===== src/rtl/playfair_digraph_encrypt_macros.svh =====
// ----------------------------------------------------------------------------
// Playfair digraph encryptor assertion macros
// Concurrent assertion shorthands used by the pairing front end.
// ----------------------------------------------------------------------------
`ifndef PLAYFAIR_DIGRAPH_ENCRYPT_MACROS_SVH
`define PLAYFAIR_DIGRAPH_ENCRYPT_MACROS_SVH
`ifndef SYNTHESIS
`define PFD_ASSERT_NOW(name, clk, rst, ante, cons, msg) \
   name: assert property (@(posedge clk) disable iff (rst) (ante) |-> (cons)) else $error(msg);
`define PFD_ASSERT_NEXT(name, clk, rst, ante, cons, msg) \
   name: assert property (@(posedge clk) disable iff (rst) (ante) |=> (cons)) else $error(msg);
`else
`define PFD_ASSERT_NOW(name, clk, rst, ante, cons, msg)
`define PFD_ASSERT_NEXT(name, clk, rst, ante, cons, msg)
`endif
`endif


===== src/rtl/pfd_pkg.sv =====
`timescale 1ns / 1ps
// ----------------------------------------------------------------------------
// Playfair digraph encryptor package
// Shared types and constants for the pairing front end and the cipher stage.
// ----------------------------------------------------------------------------
package pfd_pkg;

   localparam int GRID        = 5;
   localparam int GRID_IDX_W  = 3;
   localparam int LETTER_W    = 5;
   localparam int ROW_W       = GRID * LETTER_W;
   localparam int CSR_INDEX_W = 3;
   localparam int CSR_DATA_W  = ROW_W;

   localparam logic [LETTER_W-1:0] PAD_LETTER    = 5'd23;
   localparam logic [LETTER_W-1:0] MERGED_RESET  = 5'd9;
   localparam logic [LETTER_W-1:0] HOST_RESET    = 5'd8;

   localparam logic [CSR_INDEX_W-1:0] CSR_ROW0   = 3'd0;
   localparam logic [CSR_INDEX_W-1:0] CSR_ROW1   = 3'd1;
   localparam logic [CSR_INDEX_W-1:0] CSR_ROW2   = 3'd2;
   localparam logic [CSR_INDEX_W-1:0] CSR_ROW3   = 3'd3;
   localparam logic [CSR_INDEX_W-1:0] CSR_ROW4   = 3'd4;
   localparam logic [CSR_INDEX_W-1:0] CSR_MERGED = 3'd5;
   localparam logic [CSR_INDEX_W-1:0] CSR_HOST   = 3'd6;

   typedef struct packed {
      logic [LETTER_W-1:0] letter;
      logic                upper;
      logic                end_of_text;
   } req_type;

   typedef struct packed {
      logic [LETTER_W-1:0] first_out;
      logic                first_upper;
      logic [LETTER_W-1:0] second_out;
      logic                second_upper;
      logic                final_pair;
   } rsp_type;

   typedef struct packed {
      logic [LETTER_W-1:0] first_letter;
      logic                first_upper;
      logic [LETTER_W-1:0] second_letter;
      logic                second_upper;
      logic                final_pair;
   } job_type;

   typedef struct packed {
      logic [GRID-1:0][GRID-1:0][LETTER_W-1:0] grid_rows;
      logic [LETTER_W-1:0]                     merged_letter;
      logic [LETTER_W-1:0]                     host_letter;
   } cfg_type;

   typedef struct packed {
      logic    valid;
      job_type job;
   } job_head_type;

endpackage


===== src/rtl/pfd_pair.sv =====
`timescale 1ns / 1ps
`include "playfair_digraph_encrypt_macros.svh"
// ----------------------------------------------------------------------------
// Playfair digraph pairing front end
// Holds the pending first letter, forms digraphs and queues up to three of
// them for the cipher stage.
// ----------------------------------------------------------------------------
module pfd_pair import pfd_pkg::*; (
   input  logic         clock,
   input  logic         reset,
   input  logic         req_valid,
   output logic         req_ready,
   input  req_type      req,
   input  cfg_type      cfg,
   input  logic         job_pop,
   output job_head_type job_head
);

   localparam int JOB_DEPTH = 3;
   localparam int COUNT_W   = 2;

   logic                 pend_valid_ff, pend_valid_in;
   logic [LETTER_W-1:0]  pend_letter_ff, pend_letter_in;
   logic                 pend_upper_ff, pend_upper_in;
   job_type              job_ff [JOB_DEPTH];
   job_type              job_in [JOB_DEPTH];
   logic [COUNT_W-1:0]   job_count_ff, job_count_in;
   logic [COUNT_W-1:0]   base_count;
   logic [COUNT_W-1:0]   push_n;
   job_type              job_a, job_b;
   logic                 accept;
   logic [LETTER_W-1:0]  pend_canon, req_canon;

   assign accept    = req_valid && req_ready;
   assign req_ready = !job_count_ff[1];

   assign pend_canon = (pend_letter_ff == cfg.merged_letter) ? cfg.host_letter : pend_letter_ff;
   assign req_canon  = (req.letter == cfg.merged_letter) ? cfg.host_letter : req.letter;

   always_comb begin
      job_a          = '0;
      job_b          = '0;
      push_n         = '0;
      pend_valid_in  = pend_valid_ff;
      pend_letter_in = pend_letter_ff;
      pend_upper_in  = pend_upper_ff;
      if (accept) begin
         if (!pend_valid_ff) begin
            if (req.end_of_text) begin
               job_a.first_letter  = req.letter;
               job_a.first_upper   = req.upper;
               job_a.second_letter = PAD_LETTER;
               job_a.final_pair    = 1'b1;
               push_n              = 2'd1;
            end else begin
               pend_valid_in  = 1'b1;
               pend_letter_in = req.letter;
               pend_upper_in  = req.upper;
            end
         end else if (pend_canon == req_canon) begin
            job_a.first_letter  = pend_letter_ff;
            job_a.first_upper   = pend_upper_ff;
            job_a.second_letter = PAD_LETTER;
            push_n              = 2'd1;
            if (req.end_of_text) begin
               job_b.first_letter  = req.letter;
               job_b.first_upper   = req.upper;
               job_b.second_letter = PAD_LETTER;
               job_b.final_pair    = 1'b1;
               push_n              = 2'd2;
               pend_valid_in       = 1'b0;
            end else begin
               pend_letter_in = req.letter;
               pend_upper_in  = req.upper;
            end
         end else begin
            job_a.first_letter  = pend_letter_ff;
            job_a.first_upper   = pend_upper_ff;
            job_a.second_letter = req.letter;
            job_a.second_upper  = req.upper;
            job_a.final_pair    = req.end_of_text;
            push_n              = 2'd1;
            pend_valid_in       = 1'b0;
         end
      end
   end

   always_comb begin
      base_count = job_count_ff - {1'b0, job_pop};
      for (int i = 0; i < JOB_DEPTH; i++) begin
         job_in[i] = job_ff[i];
      end
      if (job_pop) begin
         for (int i = 0; i < JOB_DEPTH - 1; i++) begin
            job_in[i] = job_ff[i+1];
         end
      end
      for (int i = 0; i < JOB_DEPTH; i++) begin
         if (push_n != 2'd0 && base_count == COUNT_W'(i)) begin
            job_in[i] = job_a;
         end
         if (push_n == 2'd2 && (base_count + 2'd1) == COUNT_W'(i)) begin
            job_in[i] = job_b;
         end
      end
      job_count_in = base_count + push_n;
   end

   always_ff @(posedge clock) begin
      if (reset) begin
         pend_valid_ff <= 1'b0;
         job_count_ff  <= '0;
      end else begin
         pend_valid_ff <= pend_valid_in;
         job_count_ff  <= job_count_in;
      end
   end

   always_ff @(posedge clock) begin
      pend_letter_ff <= pend_letter_in;
      pend_upper_ff  <= pend_upper_in;
      for (int i = 0; i < JOB_DEPTH; i++) begin
         job_ff[i] <= job_in[i];
      end
   end

   assign job_head.valid = (job_count_ff != '0);
   assign job_head.job   = job_ff[0];

   `PFD_ASSERT_NEXT(a_eot_clears_pending, clock, reset, accept && req.end_of_text, !pend_valid_ff, "pending letter survives end of text")
   `PFD_ASSERT_NEXT(a_first_letter_held, clock, reset, accept && !pend_valid_ff && !req.end_of_text, pend_valid_ff, "first letter of a digraph was not held")
   `PFD_ASSERT_NOW(a_pop_needs_job, clock, reset, job_pop, job_count_ff != '0, "digraph taken from an empty queue")

endmodule


===== src/rtl/pfd_cipher.sv =====
`timescale 1ns / 1ps
// ----------------------------------------------------------------------------
// Playfair digraph cipher stage
// Looks both letters up in the 5x5 grid, applies the row, column or
// rectangle rule and registers the result.
// ----------------------------------------------------------------------------
module pfd_cipher import pfd_pkg::*; (
   input  logic         clock,
   input  logic         reset,
   input  cfg_type      cfg,
   input  job_head_type job_head,
   output logic         job_pop,
   output logic         rsp_valid,
   input  logic         rsp_ready,
   output rsp_type      rsp
);

   typedef struct packed {
      logic [GRID_IDX_W-1:0] row;
      logic [GRID_IDX_W-1:0] col;
   } pos_type;

   function automatic pos_type locate(input logic [LETTER_W-1:0] ltr, input cfg_type c);
      pos_type             pos;
      logic [LETTER_W-1:0] code;
      pos  = '0;
      code = '0;
      for (int r = GRID - 1; r >= 0; r--) begin
         for (int k = GRID - 1; k >= 0; k--) begin
            code = c.grid_rows[r][k];
            if (code == ltr || (ltr == c.merged_letter && code == c.host_letter)) begin
               pos.row = GRID_IDX_W'(r);
               pos.col = GRID_IDX_W'(k);
            end
         end
      end
      return pos;
   endfunction

   function automatic logic [GRID_IDX_W-1:0] step_wrap(input logic [GRID_IDX_W-1:0] x);
      return (x == GRID_IDX_W'(GRID - 1)) ? '0 : x + 1'b1;
   endfunction

   logic                 rsp_valid_ff;
   rsp_type              rsp_ff, rsp_in;
   pos_type              loc1, loc2, dst1, dst2;
   logic                 merged_seen;
   logic [LETTER_W-1:0]  v1, v2;

   assign job_pop = job_head.valid && (!rsp_valid_ff || rsp_ready);

   always_comb begin
      loc1 = locate(job_head.job.first_letter, cfg);
      loc2 = locate(job_head.job.second_letter, cfg);
      dst1 = loc1;
      dst2 = loc2;
      if (loc1.row == loc2.row) begin
         dst1.col = step_wrap(loc1.col);
         dst2.col = step_wrap(loc2.col);
      end else if (loc1.col == loc2.col) begin
         dst1.row = step_wrap(loc1.row);
         dst2.row = step_wrap(loc2.row);
      end else begin
         dst1.col = loc2.col;
         dst2.col = loc1.col;
      end
      v1 = cfg.grid_rows[dst1.row][dst1.col];
      v2 = cfg.grid_rows[dst2.row][dst2.col];
      merged_seen = (job_head.job.first_letter == cfg.merged_letter)
                 || (job_head.job.second_letter == cfg.merged_letter);
      if (merged_seen && v1 == cfg.host_letter) begin
         v1 = cfg.merged_letter;
      end
      if (merged_seen && v2 == cfg.host_letter) begin
         v2 = cfg.merged_letter;
      end
      rsp_in.first_out    = v1;
      rsp_in.first_upper  = job_head.job.first_upper;
      rsp_in.second_out   = v2;
      rsp_in.second_upper = job_head.job.second_upper;
      rsp_in.final_pair   = job_head.job.final_pair;
   end

   always_ff @(posedge clock) begin
      if (reset) begin
         rsp_valid_ff <= 1'b0;
      end else if (job_pop) begin
         rsp_valid_ff <= 1'b1;
      end else if (rsp_ready) begin
         rsp_valid_ff <= 1'b0;
      end
   end

   always_ff @(posedge clock) begin
      if (job_pop) begin
         rsp_ff <= rsp_in;
      end
   end

   assign rsp_valid = rsp_valid_ff;
   assign rsp       = rsp_ff;

endmodule


===== src/rtl/playfair_digraph_encrypt.sv =====
`timescale 1ns / 1ps
// ----------------------------------------------------------------------------
// Playfair digraph encryptor
// Pairs a letter stream into digraphs and encrypts each against a 5x5 grid
// held in configuration registers.
//
//   Channel   Ports               Direction  Carries
//   request   req_valid/ready     in         one letter with case and end mark
//   response  rsp_valid/ready     out        one encrypted digraph
//   csr       csr_valid/ready     in         register index and write data
//
// One request is taken per cycle while req_ready is high; a doubled letter
// that also ends the text yields two responses.
// A digraph is registered in the pairing queue, then in the response register.
// The pairing queue holds three digraphs and takes a request while it holds
// at most one, so a stalled response port stops requests once two digraphs
// wait in the queue behind the held response.
// Reset is synchronous; configuration is always ready.
// ----------------------------------------------------------------------------
module playfair_digraph_encrypt import pfd_pkg::*; (
   input  logic                   clock,
   input  logic                   reset,
   input  logic                   req_valid,
   output logic                   req_ready,
   input  req_type                req,
   output logic                   rsp_valid,
   input  logic                   rsp_ready,
   output rsp_type                rsp,
   input  logic                   csr_valid,
   output logic                   csr_ready,
   input  logic [CSR_INDEX_W-1:0] csr_index,
   input  logic [CSR_DATA_W-1:0]  csr_wdata
);

   cfg_type      cfg_ff;
   job_head_type job_head;
   logic         job_pop;

   assign csr_ready = 1'b1;

   always_ff @(posedge clock) begin
      if (reset) begin
         cfg_ff.grid_rows     <= '0;
         cfg_ff.merged_letter <= MERGED_RESET;
         cfg_ff.host_letter   <= HOST_RESET;
      end else if (csr_valid) begin
         case (csr_index)
            CSR_ROW0:   cfg_ff.grid_rows[0]  <= csr_wdata;
            CSR_ROW1:   cfg_ff.grid_rows[1]  <= csr_wdata;
            CSR_ROW2:   cfg_ff.grid_rows[2]  <= csr_wdata;
            CSR_ROW3:   cfg_ff.grid_rows[3]  <= csr_wdata;
            CSR_ROW4:   cfg_ff.grid_rows[4]  <= csr_wdata;
            CSR_MERGED: cfg_ff.merged_letter <= csr_wdata[LETTER_W-1:0];
            CSR_HOST:   cfg_ff.host_letter   <= csr_wdata[LETTER_W-1:0];
            default: begin
            end
         endcase
      end
   end

   pfd_pair u_pair (
      .clock     (clock),
      .reset     (reset),
      .req_valid (req_valid),
      .req_ready (req_ready),
      .req       (req),
      .cfg       (cfg_ff),
      .job_pop   (job_pop),
      .job_head  (job_head)
   );

   pfd_cipher u_cipher (
      .clock     (clock),
      .reset     (reset),
      .cfg       (cfg_ff),
      .job_head  (job_head),
      .job_pop   (job_pop),
      .rsp_valid (rsp_valid),
      .rsp_ready (rsp_ready),
      .rsp       (rsp)
   );

endmodule

===== config.mk =====
export PLATFORM = sky130hd
export DESIGN_NAME = playfair_digraph_encrypt
export DESIGN_NICKNAME = d
export VERILOG_FILES = /design/src/rtl/pfd_pkg.sv /design/src/rtl/pfd_pair.sv /design/src/rtl/pfd_cipher.sv /design/src/rtl/playfair_digraph_encrypt.sv
export VERILOG_INCLUDE_DIRS = /design/src /design/src/rtl
export SDC_FILE = /design/constraint.sdc
export NUM_CORES = 1
export LEC_CHECK = 0
export ABC_CLOCK_PERIOD_IN_PS = 11300
export BUFFER_PORTS_ARGS = -buffer_cell sky130_fd_sc_hd__buf_2
export CAP_MARGIN = 20
export CORE_MARGIN = 2
export CORE_UTILIZATION = 50
export CTS_CLUSTER_SIZE = 24
export DETAILED_ROUTE_END_ITERATION = 8
export GPL_ROUTABILITY_DRIVEN = 0
export GPL_TIMING_DRIVEN = 0
export PLACE_DENSITY_LB_ADDON = 0.08
export SLEW_MARGIN = 40
export SYNTH_ARGS = -nofsm -noshare
export SYNTH_HDL_FRONTEND = slang
export SYNTH_SLANG_ARGS = --single-unit

===== constraint.sdc =====
create_clock -name clock -period 11.3 [get_ports clock]
set_clock_uncertainty 0.05 [all_clocks]
set_input_delay 1.695 -clock clock [delete_from_list [all_inputs] [get_ports clock]]
set_output_delay 1.695 -clock clock [all_outputs]
set_load 0.01 [all_outputs]

After elaboration in Yosys (flattened, before gate mapping)

Memories as Yosys holds them, arrays and structs flattened.
Cells that the tools add are included.

Logic and storage cells: 388
Bits in writable memories: 39
Memories kept: 1
Input bits: 40
Flip-flop bits (word level): 158

Eq/ne operators: 100
Reductions and logical operators: 128
$add $sub $neg: 7
Mux-type cells: 111
Order comparisons: 4

Memory list:

| name          | words | width | rd ports | clocked after Yosys merged registers in | write ports | RTL line       | RTL |
|---|---|---|---|---|---|---|---|
| u_pair.job_ff | 3     | 13    | 3        | 0                                       | 3           | pfd_pair.sv:25 | `job_type job_ff [JOB_DEPTH];` |

Operator list:

| operator                                                              | count |
|---|---|
| 5-bit equality test                                                   | 82 |
| 6-bit two-way mux                                                     | 50 |
| 25-bit binary-select mux with 3-bit select                            | 2 |
| 13-bit two-way mux                                                    | 7 |
| 1-bit logical AND                                                     | 60 |
| 11-bit two-way mux                                                    | 5 |
| 1-bit logical OR                                                      | 52 |
| 25-bit two-way mux                                                    | 2 |
| 5-bit two-way mux                                                     | 10 |
| 3-bit two-way mux                                                     | 12 |
| 5-bit binary-select mux with 3-bit select                             | 2 |
| 26-bit two-way mux                                                    | 1 |
| 3-bit equality test, second input constant                            | 7 |
| 3-bit by 4-bit < comparator with 1-bit output, second input constant  | 4 |
| 2-bit AND reduction                                                   | 8 |
| 1-bit two-way mux                                                     | 15 |
| 3-bit by 1-bit adder with 3-bit output, second input constant         | 4 |
| 2-bit two-way mux                                                     | 5 |
| 2-bit equality test, second input constant                            | 3 |
| 3-bit by 2-bit equality test with 1-bit output, second input constant | 2 |
| 3-bit equality test                                                   | 2 |
| 2-bit nonzero test                                                    | 3 |
| 2-bit by 1-bit equality test with 1-bit output, second input constant | 2 |
| 2-bit logical NOT                                                     | 2 |
| 7 further kinds                                                       | 8 |

Longest topological paths before layout

An unclocked memory read counts as a cell.

Word-level depth: 40
Gate-level depth with buffers: 26
Depth with buffers taken out: 21

By module

A second synthesis with hierarchy kept.

Cells, all modules: 2196
Area, all modules: 18893.1 um2

Modules (own cells, without submodules):

| module                   | times used | area an instance (um2) | sequential area each (um2) | cells each |
|---|---|---|---|---|
| pfd_cipher               | 1          | 10426.2                | 410.4                      | 1403 |
| playfair_digraph_encrypt | 1          | 5343.9                 | 2702.6                     | 480 |
| pfd_pair                 | 1          | 3123.0                 | 1351.3                     | 313 |

Worst setup path after synthesis

OpenSTA, ideal clock, no wires.

Path kind: flip-flop to flip-flop
From: reg cfg_ff[2] in the netlist's numbering
To: reg u_cipher.rsp_ff, in the netlist u_cipher.rsp[11] (data pin)
Path slack: 5.715 ns
Arrival time: 5.274 ns
Required time: 10.990 ns
Stages on the path, launching flop included: 26
Cell sequence: dfxtp_1 > buf_4 > buf_6 > buf_6 > xor2_1 > nor3_1 > nand3_1 > a41oi_1 > or4_1 > o21ai_0 > and2_1 > clkbuf_1 > inv_1 > ha_1 > a21oi_1 > o211a_1 > and3_4 > nor2_8 > buf_6 > o221a_2 > or4b_2 > nand4_1 > mux2i_1 > nand2_1 > nor4_4 > mux2_4

Longest elaborated chain between the ends: 39

Ends and longest elaborated chain:

| item                                                                          | RTL line                       | RTL |
|---|---|---|
| from (decl)                                                                   | playfair_digraph_encrypt.sv:35 | `cfg_type cfg_ff;` |
| 5-bit equality test                                                           | pfd_cipher.sv:31               | `if (code == ltr \|\| (ltr == c.merged_letter && code == c.host_letter)) begin` |
| 1-bit logical AND                                                             | pfd_cipher.sv:31               |  |
| 1-bit logical OR                                                              | pfd_cipher.sv:31               |  |
| 6-bit two-way mux (25 in a row)                                               | pfd_cipher.sv:31               |  |
| 3-bit by 1-bit adder with 3-bit output or 3-bit equality test (tied branches) | pfd_cipher.sv:41               | `return (x == GRID_IDX_W'(GRID - 1)) ? '0 : x + 1'b1;` |
| 3-bit two-way mux                                                             | pfd_cipher.sv:41               |  |
| 3-bit two-way mux                                                             | pfd_cipher.sv:60               | `end else if (loc1.col == loc2.col) begin` |
| 3-bit two-way mux                                                             | pfd_cipher.sv:57               | `if (loc1.row == loc2.row) begin` |
| 25-bit binary-select mux with 3-bit select                                    | pfd_cipher.sv:67               | `v1 = cfg.grid_rows[dst1.row][dst1.col];` |
| 25-bit two-way mux (not written as such)                                      | pfd_cipher.sv:67               |  |
| 5-bit binary-select mux with 3-bit select                                     | pfd_cipher.sv:67               |  |
| 5-bit two-way mux (not written as such)                                       | pfd_cipher.sv:67               |  |
| 5-bit equality test                                                           | pfd_cipher.sv:71               | `if (merged_seen && v1 == cfg.host_letter) begin` |
| 1-bit logical AND                                                             | pfd_cipher.sv:71               |  |
| 5-bit two-way mux *                                                           | pfd_cipher.sv:71               |  |
| via u_cipher.v1[3]                                                            | pfd_cipher.sv:48               | `logic [LETTER_W-1:0] v1, v2;` |
| to (signal assigned)                                                          | pfd_cipher.sv:96               | `rsp_ff <= rsp_in;` |
| to (decl)                                                                     | pfd_cipher.sv:45               | `rsp_type rsp_ff, rsp_in;` |

Mark *: on every way through the listed nets, which the timed path passes. The rest lies on a longest branch. The select of a mux whose other input is x is not followed.
A chain may end at the register's enable or synchronous reset.

==> metrics.cfg <==
[min_path]
hold_start=u_pair.job_ff[0][0]
hold_class=register to register

[logic_synthesis]
ys_ff_latch=197
async_reset_ff_share_pct=0
synth_ff_type=dfxtp_1
syn_area_sq_mm=0.01769
synthesis.nets=2285
synth.avg_cell_area_sq_um=7.915
yosysSeqAreaShare_pct=25.24
yosysWarningCount=0
synth_cells=2235
yosysUniqueCellTypes=110
synth_edf_count=52

[setup_path]
critPathRequiredTime_ns=11.47
crit_type=register to register
cp.arrival_ns=7.94
cp-end-kind=register
crit_path_start=u_pair.job_ff[0][5]
r2r_start=u_pair.job_ff[0][5]
startpoint_type=register
cp_max_fo=10

[floorplan]
fp.coreArea_sq_mm=0.03471
rows=68
initial_core_util_pct=50.96
die_h_um=192.1
io_pins=56
die-area_sq_mm=0.03690
fp.dieW_um=192.1

[routing]
drtAntennaViolNets=0
first_iter_violations=2553
routedWlPerCell_um=26.91
viasPerCell=6.456
first_pass_iters=9
finalWirelength_mm=74.73
num_vias=17930
drc_errors=2

[cells_and_area]
fin_nets=2358
synthToLayoutAreaGrowth_pct=8.502
drive_gt1_share_pct=13.44
nFillCells=3371

[clock_tree]
cts_resized=0
cts_tree=yes
cts_buffer_depth=2
cts_hold_buffers=0
htree_levels=4
cts_sinks=197
cts-root-buf=clkbuf_16
clk_latency_ns=0.47
clk_pin_slew_worst_paths_ns=0.08
cts_inserted_buffers=17
cts_setup_buffers=0

[timing]
drv_slew=0
setup-violations-final=0
setup_tns_ns=0
worstMarginPinSlew_ns=0.9018
hold_violations=0
clock.fmax_mhz=128.7
period_share_pct=68.78
rsz0062_at_grt=false
max_slew_margin_pct=39.41
period_needed_ns=7.772

[grt]
grt_max_degree=21
track_usage_pct=40.44
grt_pass1_vias=16170
grt-ovfl-total=0
antenna_found_initial=1
grt_first_pass_wirelength_mm=107.3

[run_status]
failed_checks=design-rule violations
status=complete, but fails checks

[job]
drv_cap=0

[place]
dp_hpwl_mm=57.51
io_buffers=53

[sequential cells by signal, indices dropped and copies added (netlist names)]
register	count
u_pair.pend_upper_ff	1
u_cipher.rsp	13
u_cipher.rsp_valid	1
u_pair.pend_valid_ff	1
u_pair.pend_letter_ff	5
cfg_ff	135
u_pair.job_count_ff	2
u_pair.job_ff	39
[path summary, 6_finish.rpt]
check,to,slack (ns),cells after the start
setup / recovery,u_cipher.rsp[11],3.53,21
hold reg to reg,u_cipher.rsp[0],0.37,0
setup reg to reg,u_cipher.rsp[11],3.53,21
hold / removal,u_cipher.rsp[0],0.37,0
[Yosys cell counts, types with 7 or more instances]
library cell | number | area, sq um
o211ai_1 | 13 | 97.59
nor2b_1 | 9 | 56.30
a31oi_1 | 8 | 50.05
o21ai_1 | 15 | 75.07
and2_1 | 12 | 75.07
nand2_1 | 342 | 1284
buf_1 | 23 | 86.33
a21oi_1 | 168 | 840.8
buf_2 | 76 | 380.4
nand3_1 | 103 | 515.5
nand2b_1 | 12 | 75.07
xnor2_1 | 209 | 1831
o22ai_1 | 10 | 62.56
nor2_1 | 92 | 345.3
buf_4 | 23 | 172.7
mux4_2 | 21 | 473.0
a21o_1 | 8 | 60.06
a211oi_1 | 15 | 112.6
a22oi_1 | 15 | 112.6
inv_1 | 32 | 120.1
and3_1 | 16 | 100.1
a32oi_1 | 7 | 61.31
mux2_2 | 10 | 112.6
xor2_1 | 204 | 1787
edfxtp_1 | 52 | 1562
ha_1 | 10 | 125.1
nor3_1 | 88 | 440.4
mux2i_1 | 57 | 570.6
nand4_1 | 20 | 125.1
a211o_1 | 15 | 131.4
o21ai_0 | 63 | 315.3
clkbuf_2 | 11 | 55.05
o21a_1 | 8 | 60.06
buf_6 | 19 | 214.0
a22o_1 | 10 | 87.58
nor4_1 | 10 | 62.56
clkbuf_1 | 118 | 442.9
dfxtp_1 | 145 | 2903
and4_1 | 12 | 105.1
[layout by cell type, fill, tap and decap left out, types with 7 or more instances in the layout]
cell type	n
a211o_1	15
a211oi_1	15
a21o_1	8
a21oi_1	168
a22o_1	10
a22oi_1	15
a31oi_1	8
a32oi_1	7
and2_1	12
and3_1	16
and4_1	12
buf_1	23
buf_2	130
buf_4	23
buf_6	19
clkbuf_1	118
clkbuf_16	17
clkbuf_2	11
dfxtp_1	145
edfxtp_1	52
ha_1	10
inv_1	32
mux2_2	10
mux2i_1	56
mux4_2	21
nand2_1	342
nand2b_1	12
nand3_1	103
nand4_1	20
nor2_1	92
nor2b_1	9
nor3_1	82
nor4_1	10
o211ai_1	13
o21a_1	8
o21ai_0	63
o21ai_1	13
o22ai_1	10
xnor2_1	209
xor2_1	204
[cell type report]
class | count | area [sq um] | area share (%)
antenna | 1 | 2.502 | 0.01304
buffer | 272 | 1381 | 7.197
clock buffer | 17 | 425.4 | 2.216
clock inverter | 15 | 181.4 | 0.9452
inverter | 35 | 131.4 | 0.6845
multi-input combinational | 1731 | 11770 | 61.31
sequential | 197 | 4464 | 23.26
tap | 455 | 569.3 | 2.966
timing repair buffer | 54 | 270.3 | 1.408
[through the flow]
| step | utilization, % | worst slack, ns | cell area [sq um] | instances | hold WS, ns |
|---|---|---|---|---|---|
| finish | 55.29 | 3.528 | 19190 | 2777 | 0.3743 |
| global route | 55.28 | 3.477 | 19190 | 2776 | 0.3951 |
| CTS | 55.22 | 3.946 | 19170 | 2776 | 0.3780 |
| detailed placement | 53.47 | 3.963 | 18560 | 2744 | 0.3593 |
| global placement | 53.36 | 4.087 | 18520 | 2743 | 0.3536 |
| floorplan | - | 5.715 | 17690 | 2235 | 0.3503 |
[worst max-delay path, cell delays in order, from the launching register on]
cell,delay (ns)
dfxtp_1,0.31
buf_2,0.45
buf_4,0.40
xor2_1,0.19
nor3_1,0.13
nor4_1,0.55
o211ai_1,0.30
or3_4,0.43
or3_4,0.42
o211ai_2,0.26
nand2_2,0.17
buf_6,0.18
o21ai_2,0.43
buf_2,0.37
nor2_1,0.25
a21boi_1,0.22
o41ai_1,0.75
nand4_1,0.55
mux2i_1,0.28
nand2_1,0.11
nor4_4,0.37
mux2_4,0.34
[cells by family (layout without fill, tap and decap cells)]
kind of cell	Yosys count	in the layout	share of synthesized area (%)
compound gates	442	442	16.61
xor+xnor	415	415	20.63
fa+ha+maj	10	10	0.7073
buf+inv	307	393	8.551
flops	197	197	25.24
mux	101	101	7.724
other cells	1	2	0.02120
simple gates	762	762	20.52
[per-layer routing]
| layer | routed length (um) | global-route usage [%] | up-vias |
|---|---|---|---|
| li1 | - | - | 7863 |
| met1 | 29590 | 54.19 | 8456 |
| met2 | 29630 | 55.67 | 1277 |
| met3 | 10580 | 15.02 | 331 |
| met4 | 4934 | 22.17 | 0 |
| met5 | 0 | 0 | - |
Power is not shown: default switching activity piles up to over one toggle a cycle in this logic, so the estimate is an artifact.
